**config.mk**
```make
export PLATFORM = sky130hd
export DESIGN_NAME = vtsa_fifo
export DESIGN_NICKNAME = d
export VERILOG_FILES = /design/src/rtl/vtsa_pkg.sv /design/src/rtl/vtsa_fifo.sv
export VERILOG_INCLUDE_DIRS = /design/src /design/src/rtl
export SDC_FILE = /design/constraint.sdc
export NUM_CORES = 1
export LEC_CHECK = 0
export ABC_CLOCK_PERIOD_IN_PS = 5000
export BUFFER_PORTS_ARGS = -buffer_cell sky130_fd_sc_hd__buf_2
export CORE_ASPECT_RATIO = 0.7
export CORE_UTILIZATION = 60
export DETAILED_ROUTE_END_ITERATION = 12
export PLACE_DENSITY = 0.8
export SYNTH_ARGS = -nofsm -noshare
export SYNTH_HDL_FRONTEND = slang
export SYNTH_SLANG_ARGS = --single-unit
```
**constraint.sdc**
```tcl
create_clock -name clk -period 5 [get_ports clk]
set_input_delay 0.5 -clock clk [delete_from_list [all_inputs] [get_ports clk]]
set_output_delay 0.5 -clock clk [all_outputs]
set_load 0.005 [all_outputs]
```
**src/rtl/assert_macros.svh**
```systemverilog
// Assertion macros shared by the RTL files.
// Both macros expect a signal named clk in the including scope; VTSA_ASSERT also rst_n.
`ifndef ASSERT_MACROS_SVH
`define ASSERT_MACROS_SVH
`ifndef SYNTHESIS
`define VTSA_ASSERT(label, prop, msg) \
  label: assert property (@(posedge clk) disable iff (!rst_n) prop) else $error(msg);
`define VTSA_ASSERT_RST(label, prop, msg) \
  label: assert property (@(posedge clk) prop) else $error(msg);
`else
`define VTSA_ASSERT(label, prop, msg)
`define VTSA_ASSERT_RST(label, prop, msg)
`endif
`endif

```
**src/rtl/vtsa_pkg.sv**
```systemverilog
// Package for the vector to spherical angles core: widths, queue item type,
// the arctangent table and the angle output conversion. No dependencies.
package vtsa_pkg;

  localparam int CORDIC_STEPS = 24;
  localparam int FRAC_BITS    = 16;

  localparam int IN_W     = 32;
  localparam int RAD_W    = 32;
  localparam int YAW_W    = FRAC_BITS + 9;
  localparam int PITCH_W  = FRAC_BITS + 10;
  localparam int ANG_FRAC = 30;
  localparam int GUARD    = 24;
  localparam int TAB_LEN  = 32;
  localparam int ANG_W    = 41;
  localparam int CW       = 60;
  localparam int HW       = IN_W + 1;
  localparam int SQ_STEPS = 32;
  localparam int CORE_DEPTH = (2 * CORDIC_STEPS > SQ_STEPS) ? 2 * CORDIC_STEPS : SQ_STEPS;
  localparam int QDEPTH   = 4;
  localparam int QAW      = 2;
  localparam int PP_W     = 47;
  localparam int GAIN_SH  = ANG_FRAC - GUARD;
  localparam int OUT_SH   = ANG_FRAC - FRAC_BITS;

  localparam logic [30:0] GAIN_Q30 = 31'd1768195363;
  localparam logic [63:0] RAD_TO_DEG_Q30 = 64'd61520874802;
  localparam logic signed [ANG_W-1:0] DEG_180 = ANG_W'(180) <<< ANG_FRAC;
  localparam logic signed [ANG_W-1:0] DEG_360 = ANG_W'(360) <<< ANG_FRAC;
  localparam logic signed [ANG_W-1:0] HALF_LSB = ANG_W'(1) <<< (OUT_SH - 1);
  localparam logic [YAW_W-1:0] FULL_TURN = YAW_W'(360) << FRAC_BITS;
  localparam logic [YAW_W-1:0] PITCH_UP  = YAW_W'(90) << FRAC_BITS;
  localparam logic [YAW_W-1:0] PITCH_DN  = YAW_W'(270) << FRAC_BITS;

  typedef logic signed [ANG_W-1:0] ang_tab_t [TAB_LEN];

  typedef struct packed {
    logic signed [HW-1:0]   hx;
    logic signed [HW-1:0]   hy;
    logic signed [IN_W-1:0] z;
    logic                   flip;
    logic                   spec;
  } vtsa_item_t;

  function automatic logic [63:0] long_div(input logic [63:0] n, input logic [63:0] d);
    logic [64:0] rem;
    logic [63:0] q;
    rem = '0;
    q   = '0;
    for (int b = 63; b >= 0; b--) begin
      rem = {rem[63:0], n[b]};
      if (rem >= {1'b0, d}) begin
        rem  = rem - {1'b0, d};
        q[b] = 1'b1;
      end
    end
    return q;
  endfunction

  function automatic ang_tab_t build_atan();
    ang_tab_t t;
    logic [63:0] sum;
    logic [63:0] term;
    logic [63:0] r;
    logic [63:0] hi;
    logic [63:0] lo;
    int e;
    hi = RAD_TO_DEG_Q30 >> 18;
    lo = RAD_TO_DEG_Q30 & 64'h3FFFF;
    t[0] = ANG_W'(45) <<< ANG_FRAC;
    for (int i = 1; i < TAB_LEN; i++) begin
      sum = '0;
      for (int k = 0; k < 32; k++) begin
        e = i * (2 * k + 1);
        if (e <= 62) begin
          term = long_div(64'(1) << (62 - e), 64'(2 * k + 1));
          if (k % 2 == 1) sum = sum - term;
          else sum = sum + term;
        end
      end
      r = sum >> 30;
      t[i] = ANG_W'(((r * hi) >> 14) + ((r * lo) >> 32));
    end
    return t;
  endfunction

  localparam ang_tab_t ATAN_TAB = build_atan();

  function automatic logic [YAW_W-1:0] to_output(input logic signed [ANG_W-1:0] a);
    logic signed [ANG_W-1:0] w;
    logic signed [ANG_W-1:0] q;
    w = a[ANG_W-1] ? a + DEG_360 : a;
    q = (w + HALF_LSB) >>> OUT_SH;
    if (q >= ANG_W'(FULL_TURN)) q = q - ANG_W'(FULL_TURN);
    return q[YAW_W-1:0];
  endfunction

endpackage

```
**src/rtl/vtsa_fifo.sv**
```systemverilog
// Short queue between the front end and the CORDIC back end.
// Depends on vtsa_pkg and assert_macros.svh.
`include "assert_macros.svh"
module vtsa_fifo import vtsa_pkg::*; (
  input  logic       clk,
  input  logic       rst_n,
  input  vtsa_item_t wr_item,
  input  logic       wr_valid,
  output logic       wr_ready,
  output vtsa_item_t rd_item,
  output logic       rd_valid,
  input  logic       rd_ready
);

  vtsa_item_t       mem_r [QDEPTH];
  logic [QAW-1:0]   wp_r;
  logic [QAW-1:0]   rp_r;
  logic [QAW:0]     cnt_r;
  logic             push;
  logic             pop;

  assign wr_ready = cnt_r < (QAW+1)'(QDEPTH);
  assign rd_valid = cnt_r != '0;
  assign rd_item  = mem_r[rp_r];
  assign push     = wr_valid && wr_ready;
  assign pop      = rd_valid && rd_ready;

  always_ff @(posedge clk) begin
    if (!rst_n) begin
      wp_r  <= '0;
      rp_r  <= '0;
      cnt_r <= '0;
    end else begin
      if (push) wp_r <= wp_r + 1'b1;
      if (pop) rp_r <= rp_r + 1'b1;
      if (push && !pop) cnt_r <= cnt_r + 1'b1;
      else if (pop && !push) cnt_r <= cnt_r - 1'b1;
    end
  end

  always_ff @(posedge clk) begin
    if (push) mem_r[wp_r] <= wr_item;
  end

  `VTSA_ASSERT(a_cnt_max, cnt_r <= (QAW+1)'(QDEPTH), "queue count exceeds depth")
  `VTSA_ASSERT(a_ptr_gap, (wp_r - rp_r) == cnt_r[QAW-1:0], "queue pointers disagree with count")
  `VTSA_ASSERT(a_cnt_up, (push && !pop) |=> (cnt_r == $past(cnt_r) + 1'b1), "queue count lost a push")

endmodule

```
==> results.sh <==
export IMPL_status="finished, final reports clean"
export IMPL_p_sw_share_pct=24.9
export IMPL_min_path_type="input pin to register"
export IMPL_grt_pass1_wl_mm=41.1
export IMPL_cts_tree="built"
export IMPL_seqCellArea_um2=12200
export IMPL_drive_gt1_share_pct=44.8
export IMPL_ctsHoldBuffers=0
export IMPL_worstSetupStartpointType="register"
export IMPL_cp_arrival_ns=2.74
export IMPL_avgSynthCellArea_um2=26.4
export IMPL_vdd_drop_max_mv=0.372
export IMPL_maxSlewViolCount=0
export IMPL_p_switching_mw=2.22
export IMPL_post_cts_setup_buffer_count=0
export IMPL_p_total_mw=8.91
export IMPL_ys_seq_elements=409
export IMPL_synth_top_area_share_pct=80.1
export IMPL_fillerInstances=1348
export IMPL_synthesis_area_um2=15000
export IMPL_numCtsBuffers=38
export IMPL_dp_hpwl_mm=17.0
export IMPL_path_class="register to output pin"
export IMPL_clk_path_buf_depth=3
export IMPL_clkPwrFrac_pct=30.2
export IMPL_numClockSinks=409
export IMPL_fp_dieH_um=134
export IMPL_drc=0
export IMPL_setup_violations_final=0
export IMPL_rsz0062_at_grt="no"
export IMPL_hold_start="wr_item[12]"
export IMPL_p_leak_nw=5.83
export IMPL_first_iter_violations=389
export IMPL_rr_endpoint="mem_r[0][94]$_DFFE_PP_"
export IMPL_clk_pin_slew_ns=0.06
export IMPL_synth_nets=677
export IMPL_layout_commonest_cell="edfxtp_1"
export IMPL_pwr_share_comb_pct=20.5
export IMPL_min_path_cells=1
export IMPL_clock_latency_ns=0.53
export IMPL_fp_row_count=47
export IMPL_drt_wl_total_mm=27.4
export IMPL_hold_path_endpoint="mem_r[0][12]$_DFFE_PP_"
export IMPL_dieArea_um2=25600
export IMPL_synth_largest_area_cell="edfxtp_1"
export IMPL_timing_fmax_mhz=309
export IMPL_portBuffers=205
export IMPL_seqPwrFrac_pct=49.3
export IMPL_htreeDepth=2
export IMPL_dr_pass1_iters=5
export IMPL_grt_max_degree=76
export IMPL_max_slew_margin_rel_pct=24.1
export IMPL_initial_utilization_pct=62.4
export IMPL_multi_input_area_um2=2530
export IMPL_power_density_nw_per_um2=511
export IMPL_ant_nets=0
export IMPL_cts_root_buffer="clkbuf_16"
export IMPL_fin_skew_ns=0.0243
export IMPL_io_pins=206
export IMPL_fin_crit_ns=3.24
export IMPL_wl_per_cell_um=23.8
export IMPL_final_cell_mix="400 x edfxtp_1, 205 x buf_2, 100 x mux4_2"
export IMPL_ys_warn_count=0
export IMPL_core_area_um2=24100
export IMPL_ctsResizeCount=0
export IMPL_intPower_mw=6.69
export IMPL_synth_area_top_cells="edfxtp_1 80%, mux4_2 15%, buf_12 1.3%"
export IMPL_seq_area_frac_synth_pct=81.3
export IMPL_end_kind="output pin"
export IMPL_overflow=0
export IMPL_critPathRequiredTime_ns=4.50
export IMPL_r2r_setup_slack_ns=2.35
export IMPL_grt_pass1_vias=7072
export IMPL_gp_congestion=0.796
export IMPL_holdWs_ns=0.180
export IMPL_die_w_um=191
export IMPL_grt_usage_pct=22.1
export IMPL_rr_worst_depth=3
export IMPL_hold_viol=0
export IMPL_worstMarginPinSlew_ns=1.14
export IMPL_r2r_start="cnt_r[2]$_SDFFE_PN0P_"
export IMPL_layout_nets=910
export IMPL_areaGrowthSynthToFinish_pct=16.4
export IMPL_finalSetupTns_ns=0
export IMPL_via_per_inst=5.80
export IMPL_syn_instance_count=567
export IMPL_min_period_over_period_pct=64.8
export IMPL_yosysUniqueCellTypes=20
export IMPL_crit_path_max_fanout=75
export IMPL_grt_antenna_before_repair=10
export IMPL_drv_cap=0
export IMPL_vias=6696
[routing by layer]
layer	share of wire [%]	GRT usage, %
met5	0.13	0
met3	10	8.01
met1	41	29.7
met2	47	34.7
met4	1.6	6.04
[power by group through the flow]
stage	sequential [mW]	combinational, mW	clock, mW
after floorplan	4.34	1.35	0
after global placement	4.44	1.82	0
after detailed placement	4.47	1.86	0
after CTS	4.40	1.87	2.75
after global routing	4.44	1.97	2.86
final	4.39	1.83	2.70
[per-stage QoR]
stage          setup WS (ns)  util, %  instances  area, um2
4_1_cts                 1.72     72.5       1147      17400
2_1_floorplan           1.43        -        567      15000
3_5_place_dp            2.09     67.6       1078      16300
6_report                1.76     72.5       1155      17400
5_1_grt                 1.62     72.5       1147      17400
3_3_place_gp            2.22     67.6       1078      16300
[worst max-delay path, cell delays in order, from the launching register on]
cell and delay (ns):
dfxtp_4 1.08, buf_4 0.51, mux4_2 0.40, buf_2 0.15
[layout make-up]
cell class	instances	area share (%)
Timing Repair Buffer	216	6.42
Tap cell	318	2.28
Sequential cell	409	69.9
Antenna cell	8	0.115
Clock buffer	52	6.04
Inverter	4	0.0860
Clock inverter	17	0.638
Multi-Input combinational cell	131	14.5
[cell families after synthesis]
family	Yosys count	synth area share [%]
buf+inv	27	1.90
mux	102	15.2
xor+xnor	5	0.292
fa+ha+maj	6	0.551
flops	409	81.3
compound gates	4	0.225
simple gates	14	0.584
[worst max-delay path by stage]
stage / slack (ns) / end / depth (start not counted)
after floorplan: 1.43 / mem_r[0][0]$_DFFE_PP_ / 3
after global placement: 2.22 / mem_r[0][32]$_DFFE_PP_ / 4
after detailed placement: 2.09 / mem_r[0][32]$_DFFE_PP_ / 4
after CTS: 1.72 / rd_item[42] / 3
after global routing: 1.62 / rd_item[42] / 3
final: 1.76 / rd_item[49] / 3
[state kept, by name, indices dropped and copies added, names as in the netlist, named ones only]
signal / flops
cnt_r: 3
mem_r: 400
rp_r: 2
wp_r: 2
[synthesized netlist by cell type]
cell,n
a21boi_0,1
and2_1,9
buf_1,1
buf_12,10
buf_2,11
buf_6,1
dfxtp_1,9
edfxtp_1,400
fa_1,1
ha_1,5
inv_1,4
mux2i_1,2
mux4_2,100
nor2b_1,3
o21ai_0,1
o311ai_1,1
o31ai_2,1
or3_1,2
xnor2_1,4
xor2_1,1
No activity file was read; power rests on OpenSTA's default activity.
