`config.mk`:
```
export PLATFORM = sky130hd
export DESIGN_NAME = vtsa_front_flat
export DESIGN_NICKNAME = d
export VERILOG_FILES = /design/src/rtl/assert_macros.svh /design/src/rtl/vtsa_pkg.sv /design/src/rtl/vtsa_if.sv /design/src/rtl/vtsa_front.sv /design/src/flat_wrapper.sv
export SDC_FILE = /design/constraint.sdc
export NUM_CORES = 1
export LEC_CHECK = 0
export BUFFER_PORTS_ARGS = -buffer_cell sky130_fd_sc_hd__buf_2
export CORE_UTILIZATION = 40
export DETAILED_ROUTE_END_ITERATION = 12
export GPL_ROUTABILITY_DRIVEN = 0
export PLACE_DENSITY = 0.75
export SLEW_MARGIN = 20
export SYNTH_ARGS = -nofsm -noshare
export SYNTH_HDL_FRONTEND = slang
export SYNTH_SLANG_ARGS = --single-unit
```
`constraint.sdc`:
```
create_clock -name clk -period 3.2 [get_ports clk]
set_clock_uncertainty 0.1 [all_clocks]
set_input_delay 0 -clock clk [delete_from_list [all_inputs] [get_ports clk]]
set_output_delay 0 -clock clk [all_outputs]
set_load 0.02 [all_outputs]
```
`src/rtl/assert_macros.svh`:
```
// Assertion macros shared by the RTL files.
// Both macros expect a signal named clk in the including scope; VTSA_ASSERT also rst_n.
`ifndef ASSERT_MACROS_SVH
`define ASSERT_MACROS_SVH
`ifndef SYNTHESIS
`define VTSA_ASSERT(label, prop, msg) \
  label: assert property (@(posedge clk) disable iff (!rst_n) prop) else $error(msg);
`define VTSA_ASSERT_RST(label, prop, msg) \
  label: assert property (@(posedge clk) prop) else $error(msg);
`else
`define VTSA_ASSERT(label, prop, msg)
`define VTSA_ASSERT_RST(label, prop, msg)
`endif
`endif

```
`src/rtl/vtsa_pkg.sv`:
```
// Package for the vector to spherical angles core: widths, queue item type,
// the arctangent table and the angle output conversion. No dependencies.
package vtsa_pkg;

  localparam int CORDIC_STEPS = 24;
  localparam int FRAC_BITS    = 16;

  localparam int IN_W     = 32;
  localparam int RAD_W    = 32;
  localparam int YAW_W    = FRAC_BITS + 9;
  localparam int PITCH_W  = FRAC_BITS + 10;
  localparam int ANG_FRAC = 30;
  localparam int GUARD    = 24;
  localparam int TAB_LEN  = 32;
  localparam int ANG_W    = 41;
  localparam int CW       = 60;
  localparam int HW       = IN_W + 1;
  localparam int SQ_STEPS = 32;
  localparam int CORE_DEPTH = (2 * CORDIC_STEPS > SQ_STEPS) ? 2 * CORDIC_STEPS : SQ_STEPS;
  localparam int QDEPTH   = 4;
  localparam int QAW      = 2;
  localparam int PP_W     = 47;
  localparam int GAIN_SH  = ANG_FRAC - GUARD;
  localparam int OUT_SH   = ANG_FRAC - FRAC_BITS;

  localparam logic [30:0] GAIN_Q30 = 31'd1768195363;
  localparam logic [63:0] RAD_TO_DEG_Q30 = 64'd61520874802;
  localparam logic signed [ANG_W-1:0] DEG_180 = ANG_W'(180) <<< ANG_FRAC;
  localparam logic signed [ANG_W-1:0] DEG_360 = ANG_W'(360) <<< ANG_FRAC;
  localparam logic signed [ANG_W-1:0] HALF_LSB = ANG_W'(1) <<< (OUT_SH - 1);
  localparam logic [YAW_W-1:0] FULL_TURN = YAW_W'(360) << FRAC_BITS;
  localparam logic [YAW_W-1:0] PITCH_UP  = YAW_W'(90) << FRAC_BITS;
  localparam logic [YAW_W-1:0] PITCH_DN  = YAW_W'(270) << FRAC_BITS;

  typedef logic signed [ANG_W-1:0] ang_tab_t [TAB_LEN];

  typedef struct packed {
    logic signed [HW-1:0]   hx;
    logic signed [HW-1:0]   hy;
    logic signed [IN_W-1:0] z;
    logic                   flip;
    logic                   spec;
  } vtsa_item_t;

  function automatic logic [63:0] long_div(input logic [63:0] n, input logic [63:0] d);
    logic [64:0] rem;
    logic [63:0] q;
    rem = '0;
    q   = '0;
    for (int b = 63; b >= 0; b--) begin
      rem = {rem[63:0], n[b]};
      if (rem >= {1'b0, d}) begin
        rem  = rem - {1'b0, d};
        q[b] = 1'b1;
      end
    end
    return q;
  endfunction

  function automatic ang_tab_t build_atan();
    ang_tab_t t;
    logic [63:0] sum;
    logic [63:0] term;
    logic [63:0] r;
    logic [63:0] hi;
    logic [63:0] lo;
    int e;
    hi = RAD_TO_DEG_Q30 >> 18;
    lo = RAD_TO_DEG_Q30 & 64'h3FFFF;
    t[0] = ANG_W'(45) <<< ANG_FRAC;
    for (int i = 1; i < TAB_LEN; i++) begin
      sum = '0;
      for (int k = 0; k < 32; k++) begin
        e = i * (2 * k + 1);
        if (e <= 62) begin
          term = long_div(64'(1) << (62 - e), 64'(2 * k + 1));
          if (k % 2 == 1) sum = sum - term;
          else sum = sum + term;
        end
      end
      r = sum >> 30;
      t[i] = ANG_W'(((r * hi) >> 14) + ((r * lo) >> 32));
    end
    return t;
  endfunction

  localparam ang_tab_t ATAN_TAB = build_atan();

  function automatic logic [YAW_W-1:0] to_output(input logic signed [ANG_W-1:0] a);
    logic signed [ANG_W-1:0] w;
    logic signed [ANG_W-1:0] q;
    w = a[ANG_W-1] ? a + DEG_360 : a;
    q = (w + HALF_LSB) >>> OUT_SH;
    if (q >= ANG_W'(FULL_TURN)) q = q - ANG_W'(FULL_TURN);
    return q[YAW_W-1:0];
  endfunction

endpackage

```
`src/rtl/vtsa_if.sv`:
```
// Valid/ready channel interfaces for vectors in and angle results out.
// Depends on vtsa_pkg for field widths.
interface vtsa_in_if import vtsa_pkg::*; ();
  logic                   valid;
  logic                   ready;
  logic signed [IN_W-1:0] vec_x;
  logic signed [IN_W-1:0] vec_y;
  logic signed [IN_W-1:0] vec_z;
  modport source (output valid, vec_x, vec_y, vec_z, input ready);
  modport sink (input valid, vec_x, vec_y, vec_z, output ready);
endinterface


```
`src/rtl/vtsa_front.sv`:
```
// Front end: takes input beats, flips vectors with negative x and flags the
// zero horizontal case. Depends on vtsa_pkg and vtsa_in_if.
module vtsa_front import vtsa_pkg::*; (
  input  logic       clk,
  input  logic       rst_n,
  vtsa_in_if.sink    in_bus,
  output vtsa_item_t item,
  output logic       item_valid,
  input  logic       item_ready
);

  logic       v_r;
  vtsa_item_t item_r;
  vtsa_item_t item_nxt;
  logic signed [HW-1:0] xs;
  logic signed [HW-1:0] ys;

  assign in_bus.ready = !v_r || item_ready;
  assign item         = item_r;
  assign item_valid   = v_r;

  always_comb begin
    xs = HW'(in_bus.vec_x);
    ys = HW'(in_bus.vec_y);
    item_nxt.flip = in_bus.vec_x[IN_W-1];
    item_nxt.hx   = item_nxt.flip ? -xs : xs;
    item_nxt.hy   = item_nxt.flip ? -ys : ys;
    item_nxt.z    = in_bus.vec_z;
    item_nxt.spec = (in_bus.vec_x == '0) && (in_bus.vec_y == '0);
  end

  always_ff @(posedge clk) begin
    if (!rst_n) begin
      v_r <= 1'b0;
    end else if (in_bus.valid && in_bus.ready) begin
      v_r <= 1'b1;
    end else if (item_ready) begin
      v_r <= 1'b0;
    end
  end

  always_ff @(posedge clk) begin
    if (in_bus.valid && in_bus.ready) begin
      item_r <= item_nxt;
    end
  end

endmodule

```
`src/flat_wrapper.sv`:
```
// flat-port wrapper written by rule: the top's interface ports become plain ports
module vtsa_front_flat import vtsa_pkg::*;
  (clk, rst_n, item, item_valid, item_ready, in_bus_valid, in_bus_vec_x, in_bus_vec_y, in_bus_vec_z, in_bus_ready);
  vtsa_in_if in_bus_i ();
  input  logic clk;
  input  logic rst_n;
  output vtsa_item_t item;
  output logic item_valid;
  input  logic item_ready;
  input wire logic [$bits(in_bus_i.valid)-1:0] in_bus_valid;
  input wire logic [$bits(in_bus_i.vec_x)-1:0] in_bus_vec_x;
  input wire logic [$bits(in_bus_i.vec_y)-1:0] in_bus_vec_y;
  input wire logic [$bits(in_bus_i.vec_z)-1:0] in_bus_vec_z;
  output wire logic [$bits(in_bus_i.ready)-1:0] in_bus_ready;
  assign in_bus_i.valid = in_bus_valid;
  assign in_bus_i.vec_x = in_bus_vec_x;
  assign in_bus_i.vec_y = in_bus_vec_y;
  assign in_bus_i.vec_z = in_bus_vec_z;
  assign in_bus_ready = in_bus_i.ready;
  vtsa_front u_core (.clk(clk), .rst_n(rst_n), .in_bus(in_bus_i), .item(item), .item_valid(item_valid), .item_ready(item_ready));
endmodule
```
==> summary.md <==
| Metric | Value |
|---|---|
| Status | `finished, final reports clean` |
| Power per cell area | `428 nW/um2` |
| Final hold violation count | `0` |
| Type of origin of the critical path | `primary input` |
| DR vias/cell | `4.93` |
| Pin count of the biggest net entering global routing | `58` |
| Max Freq | `0.339 GHz` |
| Part of the Yosys area used for sequential elements | `67.9%` |
| Root Driver | `clkbuf_8` |
| Area Overhead vs Synth | `56.5%` |
| Commonest cells after routing, fill and taps aside | `buf_2, dlygate4sd3_1, edfxtp_1` |
| Initial antenna violation count | `0` |
| Max IR drop VDD | `239 uV` |
| Post-layout util | `64.3%` |
| Clock net sink count | `101` |
| Critical path, cell by cell | `dlygate4sd3_1 -> buf_2 -> nor4_1 -> nand3_1 -> o41ai_1 -> xnor2_1 -> dlygate4sd3_1` |
| Vias | `3803` |
| Relative slew margins | `49.3%` |
| Number of global-route vias before repair | `3749` |
| Fin crit period | `2.95 ns` |
| LEAKAGE | `2.71 nW` |
| Initial Util | `41.1%` |
| Synth Area per Inst | `14.6 um2` |
| Die footprint | `11600 um2` |
| Most frequent CP cell | `dlygate4sd3_1` |
| Worst Setup Slack, final | `0.250 ns` |
| GRT Total Usage | `22.0%` |
| CTS-repair resized insts | `0` |
| Hold Crit Class | `primary input to flop` |
| Final ANT Viol Nets | `0` |
| Crit end category | `flop` |
| GRT overflow | `0` |
| Slowest CP cell | `nor4_1` |
| CTS tree | `built` |
| Setup TNS Final | `0 ns` |
| Core footprint | `10800 um2` |
| H-tree Lvls | `3` |
| Routed WL | `12.7 mm` |
| Chip width | `108 um` |
| Max Cap Viol | `0` |
| Detailed Route Iter0 Violations | `219` |
| Fillers | `804` |
| Cells after Synth | `305` |
| Top area cells in the synthesized netlist | `edfxtp_1, xnor2_1, o31ai_1` |
| Crit path largest cell delay | `0.66 ns` |
| Cell variety after synth | `33` |
| CP Class | `primary input to flop` |
| Number of synthesized register bits | `101` |
| Placed cells | `642` |
| Final period utilization | `92.2%` |
| Slew @ Worst Pin | `0.754 ns` |
| Final Max Tran Viols | `0` |
| WL per Instance | `16.5 um` |
| DPL Wire Length | `8.09 mm` |
| Finish-stage setup viols | `0` |
| Final Hold Slack | `0.163 ns` |
| Site Rows | `38` |
| Mapped Area | `4450 um2` |
| Die H | `108 um` |
| CTS Buf Count | `9` |
| PortBufs | `201` |
| Bufs on Longest Clock Path | `2` |
| Most common cell after layout, fill and taps aside | `buf_2` |
| I/O pin total | `202` |
| Later-pin clock latency in the skew report | `0.36 ns` |
| Post-route insts no fill | `772` |
| RSZ-0062 raised after global routing | `false` |
| Crit-path max FO | `8` |
| Post-synth top area share | `67.4%` |
| Yosys warns | `0` |
| Post-synth top area cell | `edfxtp_1` |
| Synth Net Count | `407` |
| Fraction of layout cells with a size suffix above 1 | `36.7%` |
| Ant diodes | `0` |
| Critical path required time | `3.22 ns` |
| Pre-CTS setup slack | `1.01 ns` |
| First-pass iteration count of the detailed router | `5` |
| DR DRC count | `0` |
| Nets | `729` |
| Clock transition at path regs | `0.10 ns` |
| Worst path arrival time | `2.98 ns` |
| First-pass GRT wire length | `19.0 mm` |
Yosys cell counts:
master,count
o41ai_1,9
nand4_1,3
nor4b_1,1
nor4_2,4
edfxtp_1,100
nor3b_1,1
nand4bb_1,1
xor2_1,3
o31ai_1,22
o41ai_2,2
nor2_1,4
or4_4,1
and2_1,1
or3_1,7
inv_1,8
or4_1,3
clkbuf_1,8
nand3_1,9
nor3_1,4
conb_1,1
nor2b_1,1
o21ai_0,18
or4b_4,1
a21boi_0,1
or3_2,2
dfxtp_1,1
nand2_1,15
nor4_1,7
o311ai_0,1
nand2b_1,6
ha_1,2
a21oi_1,2
xnor2_1,56
registers in the layout, indices dropped and copies added (netlist names):
signal             cells
u_core.item_valid      1
u_core.item          100
layer usage:
metal / track usage (%) / up-vias / wire (um)
li1: - / 1826 / -
met3: 4.78 / 22 / 873
met1: 26.2 / 1785 / 5160
met4: 8.32 / 0 / 274
met2: 38.7 / 170 / 6410
met5: 0 / - / 0
where the power goes:
part / leakage (nW) / switching (mW) / internal, mW
Sequential: 0.977 / 0.0253 / 1.58
Clock: 0.0930 / 0.473 / 0.294
Combinational: 1.64 / 0.334 / 0.283
Total: 2.71 / 0.832 / 2.15
metrics by stage:
stage	instance area, um2	power (mW)
global route	6970	3.10
floorplan	4460	1.90
detailed placement	5650	2.11
global placement	5650	2.10
CTS	6970	2.99
finish	6970	2.99
final timing paths:
kind                                       start                        end  slack (ns)  cells after the start
setup / recovery                in_bus_vec_x[12]  u_core.item[95]$_DFFE_PP_        0.25                      7
hold / removal                  in_bus_vec_x[31]  u_core.item[68]$_DFFE_PP_        0.16                      2
setup reg to reg  u_core.item_valid$_SDFFE_PN0P_  u_core.item[46]$_DFFE_PP_        1.37                      3
hold reg to reg   u_core.item_valid$_SDFFE_PN0P_  u_core.item[74]$_DFFE_PP_        0.92                      2
area by class of cell:
type | count | area [um2] | share of cell area, %
multi-input cells | 188 | 1370 | 19.7
well taps | 140 | 175 | 2.51
inverters | 8 | 30.0 | 0.431
clock inverters | 7 | 57.6 | 0.825
repair buffers | 319 | 2190 | 31.4
clock buffers | 9 | 124 | 1.78
flip-flops and latches | 101 | 3020 | 43.4
critical path, delay by kind of cell:
family          cells  cell delay, ns
simple gates        2            1.15
buf+inv             3            1.25
compound gates      1            0.46
xor+xnor            1            0.12
cells by family after synthesis:
group	synth area share, %
other cells	0.0842
flops	67.9
simple gates	9.72
compound gates	8.82
fa+ha+maj	0.562
buf+inv	1.35
xor+xnor	11.6
what timing repair did:
action / CTS / global route
hold buffers: 114 / 0
hold endpoints to repair: 99 / 0
setup buffers: 0 / 0
No activity file was read; power rests on OpenSTA's default activity.
